File: config.mk
export PLATFORM = sky130hd
export DESIGN_NAME = lru_cache_with_fetch_tracking_top
export DESIGN_NICKNAME = d
export VERILOG_FILES = /design/src/rtl/lrucf_pkg.sv /design/src/rtl/lrucf_ctrl.sv /design/src/rtl/lrucf_dp.sv /design/src/rtl/lru_cache_with_fetch_tracking_top.sv
export SDC_FILE = /design/constraint.sdc
export NUM_CORES = 2
export LEC_CHECK = 0
export BUFFER_PORTS_ARGS = -buffer_cell sky130_fd_sc_hd__buf_2
export CAP_MARGIN = 20
export CORE_UTILIZATION = 65
export CTS_BUF_LIST = sky130_fd_sc_hd__clkbuf_4 sky130_fd_sc_hd__clkbuf_8
export CTS_CLUSTER_DIAMETER = 60
export DETAILED_ROUTE_END_ITERATION = 16
export PLACE_DENSITY_LB_ADDON = 0.25
export SYNTH_ARGS = -nofsm -noshare
export SYNTH_HDL_FRONTEND = slang
export SYNTH_SLANG_ARGS = --single-unit
File: constraint.sdc
create_clock -name clk_i -period 10.3 [get_ports clk_i]
set_input_delay 0.515 -clock clk_i [delete_from_list [all_inputs] [get_ports clk_i]]
set_output_delay 0.515 -clock clk_i [all_outputs]
set_load 0.1 [all_outputs]
File: src/rtl/lrucf_pkg.sv
package lrucf_pkg;

  localparam int unsigned OPCODE_W = 3;
  localparam int unsigned DATA_W   = 64;
  localparam int unsigned LIMIT_W  = 5;
  localparam logic [LIMIT_W-1:0] LIMIT_RST = 5'd16;

  typedef enum logic [OPCODE_W-1:0] {
    OP_GET         = 3'd0,
    OP_PUT         = 3'd1,
    OP_INVALIDATE  = 3'd2,
    OP_CLEAR       = 3'd3,
    OP_START_FETCH = 3'd4,
    OP_END_FETCH   = 3'd5
  } op_e;

  typedef struct packed {
    logic [OPCODE_W-1:0] opcode;
    logic [DATA_W-1:0]   key;
    logic [DATA_W-1:0]   entry_value;
  } req_t;

  typedef struct packed {
    logic              hit;
    logic [DATA_W-1:0] read_value;
    logic              fetch_granted;
    logic              fetch_table_full;
  } rsp_t;

  typedef struct packed {
    logic accept;
    logic lookup;
    logic commit;
    logic respond;
  } cmd_t;

  typedef struct packed {
    logic out_free;
  } stat_t;

endpackage

File: src/rtl/lrucf_ctrl.sv
module lrucf_ctrl (
  input  logic              clk_i,
  input  logic              rst_ni,
  input  logic              in_valid_i,
  output logic              in_ready_o,
  input  lrucf_pkg::stat_t  stat_i,
  output lrucf_pkg::cmd_t   cmd_o
);
  import lrucf_pkg::*;

  typedef enum logic [3:0] {
    ST_IDLE   = 4'b0001,
    ST_LOOKUP = 4'b0010,
    ST_COMMIT = 4'b0100,
    ST_RESP   = 4'b1000
  } state_e;

  state_e state_q, state_d;

  assign in_ready_o     = (state_q == ST_IDLE);
  assign cmd_o.accept   = in_valid_i && (state_q == ST_IDLE);
  assign cmd_o.lookup   = (state_q == ST_LOOKUP);
  assign cmd_o.commit   = (state_q == ST_COMMIT);
  assign cmd_o.respond  = (state_q == ST_RESP) && stat_i.out_free;

  always_comb begin
    state_d = state_q;
    case (state_q)
      ST_IDLE: begin
        if (in_valid_i) state_d = ST_LOOKUP;
      end
      ST_LOOKUP: state_d = ST_COMMIT;
      ST_COMMIT: state_d = ST_RESP;
      ST_RESP: begin
        if (stat_i.out_free) state_d = ST_IDLE;
      end
      default: state_d = ST_IDLE;
    endcase
  end

  always_ff @(posedge clk_i or negedge rst_ni) begin
    if (!rst_ni) begin
      state_q <= ST_IDLE;
    end else begin
      state_q <= state_d;
    end
  end

endmodule

File: src/rtl/lrucf_dp.sv
module lrucf_dp #(
  parameter int unsigned CACHE_DEPTH = 16,
  parameter int unsigned KEY_WIDTH   = 64,
  parameter int unsigned VALUE_WIDTH = 64,
  parameter int unsigned FETCH_SLOTS = 8
) (
  input  logic                               clk_i,
  input  logic                               rst_ni,
  input  lrucf_pkg::cmd_t                    cmd_i,
  output lrucf_pkg::stat_t                   stat_o,
  input  lrucf_pkg::req_t                    in_data_i,
  output logic                               out_valid_o,
  input  logic                               out_ready_i,
  output lrucf_pkg::rsp_t                    out_data_o,
  input  logic                               cfg_we_i,
  input  logic [lrucf_pkg::LIMIT_W-1:0]      cfg_data_i
);
  import lrucf_pkg::*;

  localparam int unsigned RW = $clog2(CACHE_DEPTH);
  localparam int unsigned CW = $clog2(CACHE_DEPTH + 1);
  localparam int unsigned LW = (CW > LIMIT_W) ? CW : LIMIT_W;

  // latched request
  logic [OPCODE_W-1:0]    op_q;
  logic [KEY_WIDTH-1:0]   key_q;
  logic [VALUE_WIDTH-1:0] val_q;

  logic [LIMIT_W-1:0]     limit_q;
  logic [LW-1:0]          lim_eff;

  // cache state
  logic [KEY_WIDTH-1:0]   ent_key_q [CACHE_DEPTH];
  logic [CACHE_DEPTH-1:0] ent_valid_q, ent_valid_d;
  logic [RW-1:0]          rank_q [CACHE_DEPTH];
  logic [RW-1:0]          rank_d [CACHE_DEPTH];
  logic [CW-1:0]          count_q, count_d;
  logic [VALUE_WIDTH-1:0] val_mem [CACHE_DEPTH];
  logic [VALUE_WIDTH-1:0] rd_q;

  // fetch table
  logic [KEY_WIDTH-1:0]   fkey_q [FETCH_SLOTS];
  logic [FETCH_SLOTS-1:0] fvalid_q, fvalid_d;

  // lookup results
  logic [CACHE_DEPTH-1:0] hit_vec, lru_vec, free_vec, alloc_vec;
  logic [RW-1:0]          hit_rank, hit_idx, alloc_idx;
  logic                   evict_c;
  logic [FETCH_SLOTS-1:0] fhit_vec, ffree_vec, ffirst_vec;

  logic [CACHE_DEPTH-1:0] hit_oh_q, lru_oh_q, alloc_oh_q;
  logic                   hit_any_q, evict_q;
  logic [RW-1:0]          hit_rank_q, hit_idx_q, alloc_idx_q;
  logic [FETCH_SLOTS-1:0] fhit_oh_q, ffree_oh_q;

  // commit controls
  logic [CACHE_DEPTH-1:0] ent_write;
  logic [FETCH_SLOTS-1:0] fwrite;
  logic                   mem_we;
  logic [RW-1:0]          mem_waddr;
  logic                   hit_d, granted_d, full_d;
  logic                   rsp_hit_q, rsp_granted_q, rsp_full_q;

  logic                   out_valid_q;
  rsp_t                   out_q;

  always_ff @(posedge clk_i) begin
    if (cmd_i.accept) begin
      op_q  <= in_data_i.opcode;
      key_q <= in_data_i.key[KEY_WIDTH-1:0];
      val_q <= in_data_i.entry_value[VALUE_WIDTH-1:0];
    end
  end

  always_ff @(posedge clk_i or negedge rst_ni) begin
    if (!rst_ni) begin
      limit_q <= LIMIT_RST;
    end else if (cfg_we_i) begin
      limit_q <= cfg_data_i;
    end
  end

  // limit clamped to 1..CACHE_DEPTH
  always_comb begin
    if (limit_q == '0) begin
      lim_eff = LW'(1);
    end else if (LW'(limit_q) > LW'(CACHE_DEPTH)) begin
      lim_eff = LW'(CACHE_DEPTH);
    end else begin
      lim_eff = LW'(limit_q);
    end
  end

  always_comb begin
    hit_rank = '0;
    hit_idx  = '0;
    for (int i = 0; i < CACHE_DEPTH; i++) begin
      hit_vec[i] = ent_valid_q[i] && (ent_key_q[i] == key_q);
      lru_vec[i] = ent_valid_q[i] && (rank_q[i] == RW'(count_q - CW'(1)));
      if (hit_vec[i]) begin
        hit_rank = hit_rank | rank_q[i];
        hit_idx  = hit_idx | RW'(i);
      end
    end
    evict_c   = !(|hit_vec) && (LW'(count_q) >= lim_eff);
    free_vec  = ~ent_valid_q | (evict_c ? lru_vec : '0);
    alloc_vec = free_vec & (~free_vec + CACHE_DEPTH'(1));
    alloc_idx = '0;
    for (int i = 0; i < CACHE_DEPTH; i++) begin
      if (alloc_vec[i]) alloc_idx = alloc_idx | RW'(i);
    end
    for (int j = 0; j < FETCH_SLOTS; j++) begin
      fhit_vec[j] = fvalid_q[j] && (fkey_q[j] == key_q);
    end
    ffree_vec  = ~fvalid_q;
    ffirst_vec = ffree_vec & (~ffree_vec + FETCH_SLOTS'(1));
  end

  always_ff @(posedge clk_i) begin
    if (cmd_i.lookup) begin
      hit_oh_q    <= hit_vec;
      hit_any_q   <= |hit_vec;
      hit_rank_q  <= hit_rank;
      hit_idx_q   <= hit_idx;
      lru_oh_q    <= lru_vec;
      evict_q     <= evict_c;
      alloc_oh_q  <= alloc_vec;
      alloc_idx_q <= alloc_idx;
      fhit_oh_q   <= fhit_vec;
      ffree_oh_q  <= ffirst_vec;
    end
  end

  always_comb begin
    ent_valid_d = ent_valid_q;
    rank_d      = rank_q;
    count_d     = count_q;
    fvalid_d    = fvalid_q;
    ent_write   = '0;
    fwrite      = '0;
    mem_we      = 1'b0;
    mem_waddr   = hit_any_q ? hit_idx_q : alloc_idx_q;
    hit_d       = 1'b0;
    granted_d   = 1'b0;
    full_d      = 1'b0;
    case (op_q)
      OP_GET, OP_PUT: begin
        mem_we = (op_q == OP_PUT);
        if (hit_any_q) begin
          hit_d = (op_q == OP_GET);
          // promote
          for (int i = 0; i < CACHE_DEPTH; i++) begin
            if (hit_oh_q[i]) begin
              rank_d[i] = '0;
            end else if (ent_valid_q[i] && (rank_q[i] < hit_rank_q)) begin
              rank_d[i] = rank_q[i] + RW'(1);
            end
          end
        end else if (op_q == OP_PUT) begin
          ent_write = alloc_oh_q;
          for (int i = 0; i < CACHE_DEPTH; i++) begin
            if (alloc_oh_q[i]) begin
              ent_valid_d[i] = 1'b1;
              rank_d[i]      = '0;
            end else if (evict_q && lru_oh_q[i]) begin
              ent_valid_d[i] = 1'b0;
            end else if (ent_valid_q[i]) begin
              rank_d[i] = rank_q[i] + RW'(1);
            end
          end
          if (!evict_q) count_d = count_q + CW'(1);
        end
      end
      OP_INVALIDATE: begin
        if (hit_any_q) begin
          for (int i = 0; i < CACHE_DEPTH; i++) begin
            if (hit_oh_q[i]) begin
              ent_valid_d[i] = 1'b0;
            end else if (ent_valid_q[i] && (rank_q[i] > hit_rank_q)) begin
              rank_d[i] = rank_q[i] - RW'(1);
            end
          end
          count_d = count_q - CW'(1);
        end
      end
      OP_CLEAR: begin
        ent_valid_d = '0;
        fvalid_d    = '0;
        count_d     = '0;
      end
      OP_START_FETCH: begin
        if (!(|fhit_oh_q)) begin
          if (|ffree_oh_q) begin
            fvalid_d  = fvalid_q | ffree_oh_q;
            fwrite    = ffree_oh_q;
            granted_d = 1'b1;
          end else begin
            full_d = 1'b1;
          end
        end
      end
      OP_END_FETCH: begin
        fvalid_d = fvalid_q & ~fhit_oh_q;
      end
      default: begin
      end
    endcase
  end

  always_ff @(posedge clk_i or negedge rst_ni) begin
    if (!rst_ni) begin
      ent_valid_q <= '0;
      count_q     <= '0;
      fvalid_q    <= '0;
      for (int i = 0; i < CACHE_DEPTH; i++) begin
        rank_q[i] <= '0;
      end
    end else if (cmd_i.commit) begin
      ent_valid_q <= ent_valid_d;
      count_q     <= count_d;
      fvalid_q    <= fvalid_d;
      for (int i = 0; i < CACHE_DEPTH; i++) begin
        rank_q[i] <= rank_d[i];
      end
    end
  end

  always_ff @(posedge clk_i) begin
    if (cmd_i.commit) begin
      for (int i = 0; i < CACHE_DEPTH; i++) begin
        if (ent_write[i]) ent_key_q[i] <= key_q;
      end
      for (int j = 0; j < FETCH_SLOTS; j++) begin
        if (fwrite[j]) fkey_q[j] <= key_q;
      end
    end
  end

  // value store, one write and one registered read
  always_ff @(posedge clk_i) begin
    if (cmd_i.commit) begin
      if (mem_we) val_mem[mem_waddr] <= val_q;
      rd_q <= val_mem[hit_idx_q];
    end
  end

  always_ff @(posedge clk_i) begin
    if (cmd_i.commit) begin
      rsp_hit_q     <= hit_d;
      rsp_granted_q <= granted_d;
      rsp_full_q    <= full_d;
    end
  end

  // output register
  always_ff @(posedge clk_i or negedge rst_ni) begin
    if (!rst_ni) begin
      out_valid_q <= 1'b0;
    end else if (cmd_i.respond) begin
      out_valid_q <= 1'b1;
    end else if (out_ready_i) begin
      out_valid_q <= 1'b0;
    end
  end

  always_ff @(posedge clk_i) begin
    if (cmd_i.respond) begin
      out_q.hit              <= rsp_hit_q;
      out_q.read_value       <= rsp_hit_q ? DATA_W'(rd_q) : '0;
      out_q.fetch_granted    <= rsp_granted_q;
      out_q.fetch_table_full <= rsp_full_q;
    end
  end

  assign out_valid_o     = out_valid_q;
  assign out_data_o      = out_q;
  assign stat_o.out_free = !out_valid_q || out_ready_i;

endmodule

File: src/rtl/lru_cache_with_fetch_tracking_top.sv
// result path: after the input transfer come the lookup, commit and response
//   steps of the controller sequence, then the output register and any stall;
//   items pass one at a time, and a new item is taken while the last result waits
// reset: asynchronous active low, empties cache and fetch table, limit becomes 16
module lru_cache_with_fetch_tracking_top #(
  parameter int unsigned CACHE_DEPTH = 16,
  parameter int unsigned KEY_WIDTH   = 64,
  parameter int unsigned VALUE_WIDTH = 64,
  parameter int unsigned FETCH_SLOTS = 8
) (
  input  logic                          clk_i,
  input  logic                          rst_ni,
  input  logic                          in_valid_i,
  output logic                          in_ready_o,
  input  lrucf_pkg::req_t               in_data_i,
  output logic                          out_valid_o,
  input  logic                          out_ready_i,
  output lrucf_pkg::rsp_t               out_data_o,
  input  logic                          cfg_we_i,
  input  logic [lrucf_pkg::LIMIT_W-1:0] cfg_data_i
);
  import lrucf_pkg::*;

  cmd_t  cmd;
  stat_t stat;

  lrucf_ctrl u_ctrl (
    .clk_i      (clk_i),
    .rst_ni     (rst_ni),
    .in_valid_i (in_valid_i),
    .in_ready_o (in_ready_o),
    .stat_i     (stat),
    .cmd_o      (cmd)
  );

  lrucf_dp #(
    .CACHE_DEPTH (CACHE_DEPTH),
    .KEY_WIDTH   (KEY_WIDTH),
    .VALUE_WIDTH (VALUE_WIDTH),
    .FETCH_SLOTS (FETCH_SLOTS)
  ) u_dp (
    .clk_i       (clk_i),
    .rst_ni      (rst_ni),
    .cmd_i       (cmd),
    .stat_o      (stat),
    .in_data_i   (in_data_i),
    .out_valid_o (out_valid_o),
    .out_ready_i (out_ready_i),
    .out_data_o  (out_data_o),
    .cfg_we_i    (cfg_we_i),
    .cfg_data_i  (cfg_data_i)
  );

`ifndef SYNTH
  a_cmd_onehot: assert property (@(posedge clk_i) disable iff (!rst_ni)
    $onehot0({cmd.accept, cmd.lookup, cmd.commit, cmd.respond}))
    else $error("controller issued more than one command");

  a_accept_lookup: assert property (@(posedge clk_i) disable iff (!rst_ni)
    cmd.accept |=> cmd.lookup)
    else $error("transfer not followed by lookup");

  a_lookup_commit: assert property (@(posedge clk_i) disable iff (!rst_ni)
    cmd.lookup |=> cmd.commit && !in_ready_o)
    else $error("lookup not followed by commit");

  a_rsp_flags: assert property (@(posedge clk_i) disable iff (!rst_ni)
    out_valid_o |-> $onehot0({out_data_o.hit, out_data_o.fetch_granted,
                              out_data_o.fetch_table_full}))
    else $error("conflicting result flags");
`endif

endmodule

==> qor.yml <==
global_route:
  track_usage: 0.3672
  grt_max_degree: 141
  grt_pass1_wl_mm: 500.1
  grt_pass1_vias: 71490
  antenna_found_initial: 20
  grt-ovfl-total: 0
placement:
  gp_congestion: 0.9556
  dp_slack_ns: 4.784
  dpl.hpwl_mm: 202.7
  dp_cells: 9680
  port_buffers: 209
  dpl-instance-area_mm2: 0.1283
layout:
  fin_nets: 8055
  drive_gt1_frac: 0.1910
  final_cells: 10670
  areaGrowthSynthToFinish_pct: 11.87
  fin_area_mm2: 0.1386
synth:
  avgSynthCellArea_um2: 17.49
  ys_ff_latch: 3006
  synth_edf_count: 2903
  ys_seq_area_frac: 0.7242
  async_flop_share: 0.03426
  synth_top_cell_by_area: "edfxtp_1"
  synth_ff_type: "edfxtp_1"
  synthTopCellsByArea: "edfxtp_1 70%, mux4_2 5.8%, xnor2_1 4.7%"
  synthesis.nets: 7330
  synth_cells: 7086
  synth_top_area_share: 0.7034
  syn_area_mm2: 0.1239
  synthDistinctLibCells: 86
  yosys_warnings: 0
worst_setup_path:
  r2r-start: "u_dp.key_q[11]"
  critPathCaptureType: "register"
  r2r_cells: 13
  rr_endpoint: "u_dp.alloc_idx_q[0]"
  required_ns: 11.14
  reg2reg_setup_slack_ns: 4.57
  arrival_ns: 6.57
  crit_type: "register to register"
  cp_max_fo: 26
  startpoint: "u_dp.key_q[11]"
  startpoint_type: "register"
floorplanning:
  ios: 210
  core.rowCount: 159
  fp.dieH_um: 438.7
  die_w_um: 438.7
  die_area_mm2: 0.1924
  coreArea_mm2: 0.1886
  initial_utilization: 0.6572
sta:
  rsz0062_at_grt: "false"
  slew_headroom: 0.1605
  fin_skew_ns: 0.09218
  fmax_ghz: 0.1745
  setup_viol: 0
  tightestPinTransition_ns: 1.259
  finalSetupTns_ns: 0
  setup_ws_ns: 4.568
  min_period_ns: 5.732
  period_share: 0.5565
  hold_viol: 0
  maxSlewViolCount: 0
clock_network:
  clk_pin_slew_worst_paths_ns: 0.07
  clock_path_buffers: 4
  cts-htree-levels: 5
  cts_root_buffer: "clkbuf_8"
  cts_tree: "built"
  cts_resized: 0
  cts_made_buffers: 470
  cts.sinks: 3006
  clkLatencyLatePin_ns: 1.14
worst_hold_path:
  hold_start: "in_data_i[89]"
  holdPathEnd: "u_dp.key_q[25]"
  hp-class: "input port to register"
  hold_depth: 2
route:
  wirelength_mm: 353.5
  first_iter_violations: 11460
  drt-vias-per-instance: 6.811
  num_vias: 72660
  drcViolationCount: 0
  wire_per_inst_um: 33.14
  dr.pass1.iters: 6
  final_antenna_net_count: 0
flow_run:
  maxCapViolations: 0
outcome:
  status: "completed"
power:
  total_power_mw: 29.50
  p_leak_nw: 46.08
  vdd_drop_max_mv: 0.2878
  powerDensity_mw_per_mm2: 212.7
## cells in the mapped netlist (49+ instances only)
master and n:
nand3_1 59, nor4_1 205, xor2_1 571, ha_1 103, edfxtp_1 2903, a21oi_1 74
buf_2 81, nor2_1 120, o21ai_0 98, and2_1 94, inv_1 177, nand2_1 143
a221oi_1 61, nor3_1 60, mux4_2 320, nand2b_1 54, dfrtp_1 101, a22o_1 50
nor2b_1 49, o22ai_1 121, o2bb2ai_1 57, xnor2_1 664, clkbuf_1 112, nand4_1 239
buf_4 69
## through the flow
stage | hold WS [ns] | utilization
5_1_grt | 0.04699 | 0.7351
3_5_place_dp | 0.4137 | 0.6801
3_3_place_gp | 0.4146 | 0.6801
4_1_cts | 0.003843 | 0.7346
2_1_floorplan | 0.2194 | -
6_report | 0.08933 | 0.7352
## logic make-up (layout without fill, tap and decap cells)
logic type / count (synthesis) / in the layout / share of synthesized area
DFF: 3006 / 3006 / 0.7242
adders and majority gates: 103 / 103 / 0.01040
muxes: 347 / 347 / 0.06037
other: 0 / 5 / 0
AOI/OAI and AO/OA: 732 / 732 / 0.04313
buffers and inverters: 538 / 1619 / 0.02129
and+or+nand+nor: 1121 / 1121 / 0.05264
xor gates and xnor gates: 1239 / 1239 / 0.08799
## cell usage in the layout, fill, tap and decap left out, types with 15 or more instances in the layout
cell	n
nor3_1	58
o2bb2ai_1	57
nor2b_1	49
nand3_1	59
and2_1	69
dlygate4sd3_1	146
clkbuf_8	477
buf_2	211
ha_1	103
edfxtp_1	2903
a22oi_1	46
o31ai_1	15
or4_1	21
o221ai_1	37
dfrtp_1	101
nand4_1	239
inv_1	176
buf_4	208
a221oi_1	61
nand2_1	143
nor2_1	102
mux2i_1	23
o22ai_1	121
inv_2	31
clkinv_2	41
a22o_1	50
and2_2	24
nand2b_1	54
o21ai_0	98
o2111ai_1	19
a21o_1	16
nor4_1	202
xor2_1	571
mux4_2	320
a21oi_1	74
a211o_1	32
nor2_4	18
clkinv_1	139
clkbuf_4	158
xnor2_1	664
## worst max-delay path by stage
stage	slack, ns	depth (start not counted)	end
after global routing	4.47	13	u_dp.alloc_idx_q[0]
after detailed placement	4.78	13	u_dp.alloc_idx_q[0]
after global placement	4.73	13	u_dp.alloc_idx_q[0]
final	4.57	13	u_dp.alloc_idx_q[0]
after CTS	4.77	13	u_dp.alloc_idx_q[0]
after floorplan	1.14	1	u_dp.alloc_idx_q[0]
## worst max-delay path, cell delays in order (launching register included)
cell and delay [ns]:
edfxtp_1 0.36, buf_4 0.33, inv_2 0.66, o21ai_0 0.22, nor4_1 0.88, nand3_1 0.26, nor4_4 0.93, nor4_2 0.09
nand4_2 0.40, nand2b_4 0.34, inv_2 0.13, a21boi_1 0.18, a21oi_1 0.10, or4_1 0.50
## per-layer routing
layer  GRT usage  part of all wire  up-vias
met5           0           0.00034        -
met4      0.1520             0.043       18
met3     0.09637              0.14      942
met2      0.5441              0.45     5810
met1      0.5246              0.37    36600
li1            -                 -    29290
## registers in the layout, summed over array words and instances (netlist names), 64 cells and up
name	count
u_dp.key_q	64
u_dp.fkey_q	512
u_dp.val_mem	1024
u_dp.rd_q	64
u_dp.rank_q	64
u_dp.val_q	64
u_dp.ent_key_q	1024
u_dp.out_data_o	67
## repair_timing
action,CTS,global route
setup buffers,0,0
hold endpoints to repair,183,0
hold buffers,147,0
## report_power, final
group	leakage, nW	internal, mW	total [mW]	switching (mW)
logic	13.9	1.67	5.11	3.43
registers	27.5	14.2	14.8	0.545
clock network	4.67	5.06	9.60	4.54
total	46.1	21.0	29.5	8.51
## area by class of cell
cell class | count | area [um2]
Antenna cell | 5 | 12.51
Clock buffer | 635 | 7751
Clock inverter | 193 | 1040
Fill cell | 10990 | 49950
Inverter | 210 | 790.8
Multi-Input combinational cell | 3542 | 31760
Sequential cell | 3006 | 89750
Tap cell | 2495 | 3122
Timing Repair Buffer | 581 | 4417
Note: power is estimated with default switching activity, not from simulation.
